## config.mk

```make
export PLATFORM = sky130hd
export DESIGN_NAME = keyboard_event_buffer_controller_unit
export DESIGN_NICKNAME = d
export VERILOG_FILES = /design/src/rtl/kebc_pkg.sv /design/src/rtl/kebc_ctrl.sv /design/src/rtl/kebc_dp.sv /design/src/rtl/keyboard_event_buffer_controller_unit.sv
export VERILOG_INCLUDE_DIRS = /design/src /design/src/rtl
export SDC_FILE = /design/constraint.sdc
export NUM_CORES = 1
export LEC_CHECK = 0
export BUFFER_PORTS_ARGS = -buffer_cell sky130_fd_sc_hd__buf_4
export CAP_MARGIN = 25
export CORE_MARGIN = 3
export CORE_UTILIZATION = 55
export CTS_CLUSTER_SIZE = 16
export DETAILED_ROUTE_END_ITERATION = 8
export GPL_TIMING_DRIVEN = 0
export PLACE_DENSITY = 0.77
export SYNTH_ARGS = -nofsm -noshare
export SYNTH_HDL_FRONTEND = slang
export SYNTH_SLANG_ARGS = --single-unit
```

## constraint.sdc

```tcl
create_clock -name clk_i -period 3 [get_ports clk_i]
set_input_delay 0.6 -clock clk_i [delete_from_list [all_inputs] [get_ports clk_i]]
set_output_delay 0.6 -clock clk_i [all_outputs]
set_load 0.1 [all_outputs]
```

## src/rtl/keyboard_event_buffer_controller_unit_assert.svh

```systemverilog
// Assertion macros for the keyboard event buffer controller
`ifndef KEYBOARD_EVENT_BUFFER_CONTROLLER_UNIT_ASSERT_SVH
`define KEYBOARD_EVENT_BUFFER_CONTROLLER_UNIT_ASSERT_SVH

// Same-cycle implication, checked on the rising edge outside reset
`define KEBC_ASSERT_NOW(lbl, clk, rstn, ante, cons, msg) \
  lbl: assert property (@(posedge clk) disable iff (!rstn) (ante) |-> (cons)) else $error(msg);

// Next-cycle implication, checked on the rising edge outside reset
`define KEBC_ASSERT_NEXT(lbl, clk, rstn, ante, cons, msg) \
  lbl: assert property (@(posedge clk) disable iff (!rstn) (ante) |=> (cons)) else $error(msg);

`endif

```

## src/rtl/kebc_pkg.sv

```systemverilog
// Types and constants shared by the keyboard event buffer controller modules
`default_nettype none

package kebc_pkg;

  localparam int unsigned KeyW = 8;
  localparam int unsigned RegW = 16;

  // Item commands
  localparam logic [1:0] CMD_PRESS   = 2'd0;
  localparam logic [1:0] CMD_RELEASE = 2'd1;
  localparam logic [1:0] CMD_HOST    = 2'd2;

  // Host functions in register A
  localparam logic [RegW-1:0] FN_CLEAR   = 16'd0;
  localparam logic [RegW-1:0] FN_POP     = 16'd1;
  localparam logic [RegW-1:0] FN_TEST    = 16'd2;
  localparam logic [RegW-1:0] FN_SET_MSG = 16'd3;

  typedef struct packed {
    logic [1:0]      command;
    logic [KeyW-1:0] key_code;
    logic [RegW-1:0] reg_a;
    logic [RegW-1:0] reg_b;
  } kebc_in_t;

  typedef struct packed {
    logic [KeyW-1:0] reg_c_value;
    logic            reg_c_written;
    logic            irq_raise;
    logic [RegW-1:0] irq_message;
  } kebc_out_t;

  // Controller to datapath commands
  typedef struct packed {
    logic capture;
    logic commit;
  } kebc_cmd_t;

  typedef enum logic {
    ST_IDLE,
    ST_EXEC
  } kebc_state_e;

endpackage

`default_nettype wire

```

## src/rtl/kebc_ctrl.sv

```systemverilog
// Controller state machine: item handshake, result register valid, commands
`default_nettype none

module kebc_ctrl import kebc_pkg::*; (
  input  wire logic      clk_i,
  input  wire logic      rst_ni,
  input  wire logic      in_valid_i,
  output logic           in_stall_o,
  output logic           out_valid_o,
  input  wire logic      out_stall_i,
  output kebc_cmd_t      cmd_o
);

  kebc_state_e state_q, state_d;
  logic        out_valid_q, out_valid_d;

  // State and result valid registers
  always_ff @(posedge clk_i or negedge rst_ni) begin
    if (!rst_ni) begin
      state_q     <= ST_IDLE;
      out_valid_q <= 1'b0;
    end else begin
      state_q     <= state_d;
      out_valid_q <= out_valid_d;
    end
  end

  // Next state and commands
  always_comb begin
    state_d    = state_q;
    cmd_o      = '0;
    in_stall_o = 1'b1;
    unique case (state_q)
      ST_IDLE: begin
        in_stall_o = 1'b0;
        if (in_valid_i) begin
          cmd_o.capture = 1'b1;
          state_d       = ST_EXEC;
        end
      end
      ST_EXEC: begin
        // commit only once the result register is free or being emptied
        if (!out_valid_q || !out_stall_i) begin
          cmd_o.commit = 1'b1;
          state_d      = ST_IDLE;
        end
      end
      default: state_d = ST_IDLE;
    endcase
  end

  // Result register holds until taken
  always_comb begin
    if (cmd_o.commit) begin
      out_valid_d = 1'b1;
    end else if (!out_stall_i) begin
      out_valid_d = 1'b0;
    end else begin
      out_valid_d = out_valid_q;
    end
  end

  assign out_valid_o = out_valid_q;

endmodule

`default_nettype wire

```

## src/rtl/kebc_dp.sv

```systemverilog
// Datapath: typed-key buffer, held-key slots, message and result register
`default_nettype none

module kebc_dp import kebc_pkg::*; #(
  parameter int unsigned FIFO_DEPTH = 8,
  parameter int unsigned HELD_SLOTS = 8
) (
  input  wire logic      clk_i,
  input  wire logic      rst_ni,
  input  wire kebc_cmd_t cmd_i,
  input  wire kebc_in_t  in_item_i,
  output kebc_out_t      out_item_o
);

  localparam int unsigned PtrW  = $clog2(FIFO_DEPTH);
  localparam int unsigned CntW  = $clog2(FIFO_DEPTH + 1);
  localparam int unsigned SlotW = (HELD_SLOTS > 1) ? $clog2(HELD_SLOTS) : 1;
  localparam logic [CntW-1:0] DepthCnt = CntW'(FIFO_DEPTH);
  localparam logic [CntW:0]   DepthSum = (CntW + 1)'(FIFO_DEPTH);
  localparam logic [PtrW-1:0] LastPtr  = PtrW'(FIFO_DEPTH - 1);

  kebc_in_t        item_q;
  logic [KeyW-1:0] rd_q;
  logic [KeyW-1:0] mem_q [FIFO_DEPTH];
  logic [PtrW-1:0] head_q, head_d;
  logic [CntW-1:0] count_q, count_d;
  logic [KeyW-1:0] slots_q [HELD_SLOTS];
  logic [KeyW-1:0] slots_d [HELD_SLOTS];
  logic [RegW-1:0] msg_q, msg_d;
  kebc_out_t       out_q, out_d;

  logic            mem_we;
  logic [PtrW-1:0] mem_waddr;
  logic [CntW:0]   wr_sum;
  logic [PtrW-1:0] tail_ptr;
  logic            any_empty;
  logic [SlotW-1:0] first_empty;
  logic            held_hit;

  function automatic logic [PtrW-1:0] ptr_inc(input logic [PtrW-1:0] p);
    return (p == LastPtr) ? '0 : p + PtrW'(1);
  endfunction

  // Write position of the next typed key: head plus count, wrapped once
  assign wr_sum   = {1'b0, CntW'(head_q)} + {1'b0, count_q};
  assign tail_ptr = (wr_sum >= DepthSum) ? PtrW'(wr_sum - DepthSum) : PtrW'(wr_sum);

  // First empty held slot, lowest index wins
  always_comb begin
    any_empty   = 1'b0;
    first_empty = '0;
    for (int i = HELD_SLOTS - 1; i >= 0; i--) begin
      if (slots_q[i] == '0) begin
        any_empty   = 1'b1;
        first_empty = SlotW'(i);
      end
    end
  end

  // Held test compares the full operand width
  always_comb begin
    held_hit = 1'b0;
    for (int i = 0; i < HELD_SLOTS; i++) begin
      if ({{(RegW - KeyW){1'b0}}, slots_q[i]} == item_q.reg_b) begin
        held_hit = 1'b1;
      end
    end
  end

  // Item execution
  always_comb begin
    head_d    = head_q;
    count_d   = count_q;
    slots_d   = slots_q;
    msg_d     = msg_q;
    out_d     = '0;
    mem_we    = 1'b0;
    mem_waddr = head_q;
    unique case (item_q.command)
      CMD_PRESS: begin
        if (any_empty) begin
          slots_d[first_empty] = item_q.key_code;
        end else begin
          slots_d[0] = item_q.key_code;
        end
        mem_we = 1'b1;
        if (count_q < DepthCnt) begin
          mem_waddr = tail_ptr;
          count_d   = count_q + CntW'(1);
        end else begin
          // full: overwrite the oldest and move the head past it
          mem_waddr = head_q;
          head_d    = ptr_inc(head_q);
        end
        out_d.irq_raise   = (msg_q != '0);
        out_d.irq_message = msg_q;
      end
      CMD_RELEASE: begin
        for (int i = 0; i < HELD_SLOTS; i++) begin
          if (slots_q[i] == item_q.key_code) begin
            slots_d[i] = '0;
          end
        end
        out_d.irq_raise   = (msg_q != '0);
        out_d.irq_message = msg_q;
      end
      CMD_HOST: begin
        unique case (item_q.reg_a)
          FN_CLEAR: count_d = '0;
          FN_POP: begin
            out_d.reg_c_written = 1'b1;
            if (count_q != '0) begin
              out_d.reg_c_value = rd_q;
              head_d            = ptr_inc(head_q);
              count_d           = count_q - CntW'(1);
            end
          end
          FN_TEST: begin
            out_d.reg_c_written = 1'b1;
            out_d.reg_c_value   = {{(KeyW - 1){1'b0}}, held_hit};
          end
          FN_SET_MSG: msg_d = item_q.reg_b;
          default: ;
        endcase
      end
      default: ;
    endcase
  end

  // Control state
  always_ff @(posedge clk_i or negedge rst_ni) begin
    if (!rst_ni) begin
      head_q  <= '0;
      count_q <= '0;
      msg_q   <= '0;
      for (int i = 0; i < HELD_SLOTS; i++) begin
        slots_q[i] <= '0;
      end
    end else if (cmd_i.commit) begin
      head_q  <= head_d;
      count_q <= count_d;
      msg_q   <= msg_d;
      slots_q <= slots_d;
    end
  end

  // Item capture with registered read of the oldest typed key
  always_ff @(posedge clk_i) begin
    if (cmd_i.capture) begin
      item_q <= in_item_i;
      rd_q   <= mem_q[head_q];
    end
  end

  // Typed-key buffer write port
  always_ff @(posedge clk_i) begin
    if (cmd_i.commit && mem_we) begin
      mem_q[mem_waddr] <= item_q.key_code;
    end
  end

  // Result register
  always_ff @(posedge clk_i) begin
    if (cmd_i.commit) begin
      out_q <= out_d;
    end
  end

  assign out_item_o = out_q;

endmodule

`default_nettype wire

```

## src/rtl/keyboard_event_buffer_controller_unit.sv

```systemverilog
// A result is registered at the commit of its item, which follows the accept
// in the EXEC state. Items are taken one at a time; the typed-key buffer is read
// through a registered port at accept and updated at the item's commit.
// A result waiting in the output register stalls the commit cycle only.
// Reset clears the held slots, key count, buffer head and message; the
// typed-key buffer contents are left as they are.
`default_nettype none

module keyboard_event_buffer_controller_unit import kebc_pkg::*; #(
  parameter int unsigned FIFO_DEPTH = 8,
  parameter int unsigned HELD_SLOTS = 8
) (
  input  wire logic     clk_i,
  input  wire logic     rst_ni,
  input  wire logic     in_valid_i,
  output logic          in_stall_o,
  input  wire kebc_in_t in_item_i,
  output logic          out_valid_o,
  input  wire logic     out_stall_i,
  output kebc_out_t     out_item_o
);

`include "keyboard_event_buffer_controller_unit_assert.svh"

  kebc_cmd_t cmd;

  kebc_ctrl u_ctrl (
    .clk_i       (clk_i),
    .rst_ni      (rst_ni),
    .in_valid_i  (in_valid_i),
    .in_stall_o  (in_stall_o),
    .out_valid_o (out_valid_o),
    .out_stall_i (out_stall_i),
    .cmd_o       (cmd)
  );

  kebc_dp #(
    .FIFO_DEPTH (FIFO_DEPTH),
    .HELD_SLOTS (HELD_SLOTS)
  ) u_dp (
    .clk_i      (clk_i),
    .rst_ni     (rst_ni),
    .cmd_i      (cmd),
    .in_item_i  (in_item_i),
    .out_item_o (out_item_o)
  );

  // One item at a time: after an accept the input stalls for the commit cycle
  `KEBC_ASSERT_NEXT(a_accept_then_stall, clk_i, rst_ni, in_valid_i && !in_stall_o,
                    in_stall_o, "input accepted during commit cycle")
  // A commit never overwrites a result that is still waiting
  `KEBC_ASSERT_NOW(a_commit_free, clk_i, rst_ni, cmd.commit,
                   !out_valid_o || !out_stall_i, "result overwritten while stalled")
  // Every commit presents a result on the next cycle
  `KEBC_ASSERT_NEXT(a_commit_valid, clk_i, rst_ni, cmd.commit, out_valid_o,
                    "commit produced no result")

endmodule

`default_nettype wire
```

### Yosys cells after proc, flatten, opt, wreduce, memory -nomap -nowiden

Memory sizes are Yosys's and may differ from the RTL's. A register that Yosys moved wholly into a read port is not among the register bits.
Cells that the tools add are included.

* register bits after elaboration: 157
* latch bits: 0
* memory bits (writable): 64
* ROM bits: 0
* input bits: 46
* output and inout bits: 28
* logic and storage cells: 166
* memories: 1

Memories
* u_dp.mem_q: words 8, bits a word 8, read ports 1, clocked after memory_dff 1, wr ports 1, line kebc_dp.sv:24 `logic [KeyW-1:0] mem_q [FIFO_DEPTH];`

* add/sub/neg operators: 5
* $mul: 0
* div/mod/pow operators: 0
* $lt $le $gt $ge: 4
* equality and inequality tests: 38
* shift-type cells: 0
* muxes and demuxes: 64
* bitwise operators: 2
* reduce and logical (&&, ||, !) cells: 31

Operators by type and width (count)
* equality test 8 x 16 -> 1 bit: 8
* case mux 64 bit (2 select lines): 1
* 2-to-1 mux 8 bit: 11
* bitwise mux 64 bit: 1
* equality test 8 bit: 8
* zero test 8 bit: 8
* 2-to-1 mux 56 bit: 1
* 2-to-1 mux 3 bit: 15
* equality test 16 x 2 -> 1 bit, second input constant: 2
* AND reduction 4 bit: 7
* 2-to-1 mux 1 bit: 27
* inequality test 2 x 1 -> 1 bit, second input constant: 13
* demux 8 bit (select 3 bit): 1
* case mux 9 bit (2 select lines): 1
* equality test 16 x 1 -> 1 bit, second input constant: 1
* zero test 16 bit: 1
* case mux 4 bit (2 select lines): 2
* nonzero test 16 bit: 1
* AND reduction 5 bit: 2
* 2-to-1 mux 4 bit: 2
* inequality test 3 x 2 -> 1 bit, second input constant: 2
* case mux 3 bit (2 select lines): 1
* AND reduction 3 bit: 2
* adder 3 x 4 -> 5 bit: 1
* 22 further kinds: 25

### Depth between registers and ports, before layout

* depth in word-level cells: 17
* mapped depth: 8
* gate-level depth less buffers: 8

### Cells and area by module

Synthesis repeated with hierarchy kept, for this count alone.

* cells, all modules: 784
* area total of the unflattened synthesis: 10477.5 um^2

Modules (own cells, without submodules)
* kebc_dp: times used 1, cells each 777, area an instance 10386.2 um^2, sequential area each 6381.1 um^2
* kebc_ctrl: times used 1, cells each 7, area an instance 91.3 um^2, sequential area each 50.0 um^2

### Worst setup path after synthesis

Ideal clock, no wire load.

* path kind: register to register
* from: register u_ctrl.state_q
* to: register u_dp.item_q[0] in the netlist's numbering (enable)
* library setup time: 0.463 ns
* data arrival time: 3.137 ns
* data required time: 2.537 ns
* setup slack: -0.599 ns
* cell stages (with the launch flop): 2
* path buffers: 0
* clock period less this slack: 3.599 ns
* cell sequence: dfrtp_1 > nor2b_1

RTL lines
* start, declared: line kebc_ctrl.sv:14 `kebc_state_e state_q, state_d;`
* start signal, assigned: line kebc_ctrl.sv:23 `state_q <= state_d;`
* end signal, assigned: line kebc_dp.sv:150 `item_q <= in_item_i;`
* end, declared: line kebc_dp.sv:22 `kebc_in_t item_q;`

### Final worst setup path

* from: register u_dp.head_q[0]
* to: memory u_dp.mem_q[7][7] (enable)

* cells in the longest elaborated chain, start to end: 5
* elaborated cells between the ends (all ways): 6
* those cells by class: add/sub: 2; order compare: 1; mux: 3

RTL lines
* start, declared: line kebc_dp.sv:25 `logic [PtrW-1:0] head_q, head_d;`
* start signal, assigned: line kebc_dp.sv:133 `head_q <= '0;`
* start signal, assigned: line kebc_dp.sv:140 `head_q <= head_d;`
* adder 3 x 4 -> 5 bit: line kebc_dp.sv:45 `assign wr_sum = {1'b0, CntW'(head_q)} + {1'b0, count_q};`
* greater-or-equal comparator 5 x 4 -> 1 bit or subtractor 3 x 1 -> 3 bit (tied branches): line kebc_dp.sv:46 `assign tail_ptr = (wr_sum >= DepthSum) ? PtrW'(wr_sum - DepthSum) : PtrW'(wr_sum);`
* 2-to-1 mux 3 bit: line kebc_dp.sv:46
* 2-to-1 mux 3 bit: line kebc_dp.sv:87 `if (count_q < DepthCnt) begin`
* 2-to-1 mux 3 bit (*): line kebc_dp.sv:79 `unique case (item_q.command)`
* end, declared: line kebc_dp.sv:24

Every way passes the cells marked *; elsewhere a longest branch is shown, timed or not.

==> flow_summary_export.csv <==
group,metric,value,unit
cts,cts_setup_buffers,0,
cts,htreeDepth,1,
yosys,synth_common_cells,"edfxtp_1, xor2_1, dfrtp_1",
worst_setup_path,timing.critical_path.max_delay_family,"simple AND/OR/NAND/NOR gates",
final_layout,utilization,66.0,%
global_routing,use_met1,32.9,%
worst_setup_path,r2r_slack,220,ps
timing,layout_min_cycle_time,2780,ps
worst_hold_path,hp-class,"in2async",
floorplan,die_h,144,um
global_routing,grt_overflow,0,
yosys,ys_seq_elements,229,
job,drv_cap,0,
drt,first_pass_iters,5,
placement,placed_cells,1092,
timing,hold_viol_final,0,
floorplan,boundaryPins,74,
timing,worstMarginPinSlew,944,ps
placement,port_buffers,73,
drt,vias_per_cell,6.05,
pwr,pwr-share-seq,41.6,%
yosys,yosysUniqueCellTypes,56,
yosys,ys_warn_count,0,
cts,cts_hold_buffers,0,
pwr,p_clk_share,23.8,%
worst_setup_path,worstPathCellList,"clkbuf_2, buf_2, mux2i_1, or3_1, nor2_1",
cts,cts_tree,"yes",
status,status,"finished, final reports clean",
pwr,p_sw,4500,uW
final_layout,drive_above_1_share,18.2,%
global_routing,grt_use_met2,37.5,%
yosys,syn_nets,841,
drt,vias,6863,
final_layout,nets,940,
worst_setup_path,worst_ep_required_time,3150,ps
timing,setup_viol,0,
drt,drc,0,
yosys,ys.flop_type,"edfxtp_1",
worst_setup_path,critical_path_class,"reg2reg",
yosys,syn-cell-area,10400,um2
floorplan,initial_core_util,57.1,%
worst_setup_path,crit_path_top_delay_cell,"nor2_1",
yosys,yosysSeqAreaShare,61.7,%
timing,rsz0062_at_grt,"yes",
yosys,synth_top_area_share,40.3,%
cts,clk_latency,520,ps
timing,finClkSkew,12.7,ps
yosys,yosysTopAreaCell,"edfxtp_1",
global_routing,antenna_found_initial,0,
final_layout,finalNonFillerCells,1134,
floorplan,core,18300,um2
timing,post-route-period-util,92.8,%
drt,post_drt_wl_per_cell,21.2,um
worst_setup_path,timing.rr.start,"u_dp.head_q[0]",
worst_setup_path,worstRegToRegCells,5,
floorplan,fp.dieW,144,um
yosys,yosys-top-cells-area,"edfxtp_1, dfrtp_1, xor2_1",
yosys,async_flop_share,38.9,%
cts,cts.path.max_buffers,3,
worst_setup_path,max_stage_delay,600,ps
yosys,avgSynthCellArea,13.2,um2
pwr,leakage,0.00483,uW
cts,root_buffer,"clkbuf_16",
placement,place_hpwl,15.6,mm
timing,holdWs,38.3,ps
floorplan,num_rows,49,
drt,wl,24.0,mm
cts,cts.sinks,229,
pwr,vdd_drop_max,593,uV
worst_setup_path,cp.buffers_inverters,2,
pwr,power_density,956,nW/um2
pwr,combPwrFrac,34.6,%
final_layout,area_growth_syn_to_layout,15.7,%
worst_setup_path,r2r-end,"u_dp.mem_q[7][7]",
global_routing,grtUsageMet3,3.86,%
global_routing,grt_max_degree,55,
timing,slew_violations,0,
worst_setup_path,cp-start-kind,"register",
timing,timing.slew.headroom,37.1,%
yosys,synth.most_common_cell,"edfxtp_1",
global_routing,top_usage_layer,"met2",
global_routing,grt_pass1_vias,6689,
yosys,synth_cells,788,
drt,drtAntennaViolNets,0,
global_routing,grt_usage,23.4,%
cts,path_clk_slew,60,ps
timing,fmax,0.359,GHz
global_routing,grt_pass1_wl,37.0,mm
placement,gp_congestion,0.928,
drt,drt_iter0_markers,709,
cts,cts_made_buffers,24,
timing,tns,0,ps
pwr,switching_share,39.0,%
worst_setup_path,end_kind,"register",
floorplan,dieArea,20600,um2
yosys,synth_edf_count,140,
final_layout,antennaDiodeCount,0,
pwr,p_int,7040,uW
pwr,total_power,11500,uW
worst_setup_path,worstPathArrival,2930,ps
worst_setup_path,crit_path_max_fanout,10,
[flip-flops by register name, indices dropped and copies added (netlist names)]
register,cells
u_dp.count_q,4
u_dp.rd_q,8
u_dp.msg_q,16
u_ctrl.state_q,1
u_dp.head_q,3
u_dp.mem_q,64
u_ctrl.out_valid_o,1
u_dp.slots_q,64
u_dp.item_q,42
u_dp.out_item_o,26
[cells by family (layout without fill, tap and decap cells)]
| group | Yosys count | in the layout | share of synthesized area (%) |
|---|---|---|---|
| and+or+nand+nor | 232 | 232 | 11.6 |
| adders and majority gates | 7 | 7 | 0.912 |
| AOI/OAI and AO/OA | 104 | 104 | 6.78 |
| DFF | 229 | 229 | 61.7 |
| muxes | 46 | 46 | 6.67 |
| xor gates and xnor gates | 131 | 131 | 11.0 |
| buffers and inverters | 39 | 156 | 1.42 |
[worst max path at each step]
stage | start | endpoint | slack (ps) | cells after the start
after floorplan | u_ctrl.out_valid_o | u_dp.mem_q[6][0] | 200 | 6
after global placement | u_dp.head_q[0] | u_dp.mem_q[3][7] | -130 | 5
after detailed placement | u_dp.head_q[0] | u_dp.mem_q[7][7] | -150 | 5
after CTS | u_dp.count_q[0] | u_dp.mem_q[2][3] | 60 | 5
after global routing | u_dp.item_q[32] | u_dp.slots_q[6] | -4 | 7
final | u_dp.head_q[0] | u_dp.mem_q[7][7] | 220 | 5
[placed cells by master, fill, tap and decap left out, drive strengths merged, types with 2 or more instances in the layout]
cell type,n
buf,77
nor3,6
nor2b,18
clkinvlp,3
or4,4
clkinv,12
xnor2,25
o21ai,47
nand2,80
edfxtp,140
mux2,28
mux4,16
dfrtp,89
and3,2
ha,6
nand2b,3
a32o,9
o2bb2ai,16
nor4,51
nand3,8
inv,8
nand4,11
nor2,30
a21oi,12
a31oi,3
o211ai,2
xor2,106
clkbuf,55
mux2i,2
and2,10
or2,2
or3,2
o2111ai,3
[metal layers]
metal	share of wire (%)	vias to the layer above
met4	3.3	0
met1	42	3385
met2	48	307
met5	0	-
met3	6.8	63
li1	-	3108
[what timing repair did]
| item | in CTS | in global routing |
|---|---|---|
| gates cloned | 0 | 1 |
| resized for setup | 1 | 13 |
| setup endpoints to repair | 28 | 61 |
[power groups by stage]
stage / clock network, uW / logic (uW) / registers, uW
6_report: 2750 / 3990 / 4800
5_1_grt: 2940 / 4300 / 4880
4_1_cts: 2800 / 4000 / 4740
3_5_place_dp: 0 / 3980 / 4790
3_3_place_gp: 0 / 3880 / 4780
2_1_floorplan: 0 / 2250 / 5490
[cell type report]
type	count	area (um2)
repair buffers	75	596
clock buffers	29	619
plain buffers	28	113
repair inverters	1	5.00
well taps	229	287
inverters	8	33.8
clock inverters	15	109
fillers	1320	6210
multi-input cells	520	3870
flip-flops and latches	229	6430
[metrics by stage]
step | worst slack [ps] | cell area [um2]
finish | 216 | 12100
global route | -4.45 | 12100
CTS | 58.7 | 12100
detailed placement | -154 | 11300
global placement | -125 | 11300
floorplan | 199 | 10400
Power figures use the tool's default switching activity.
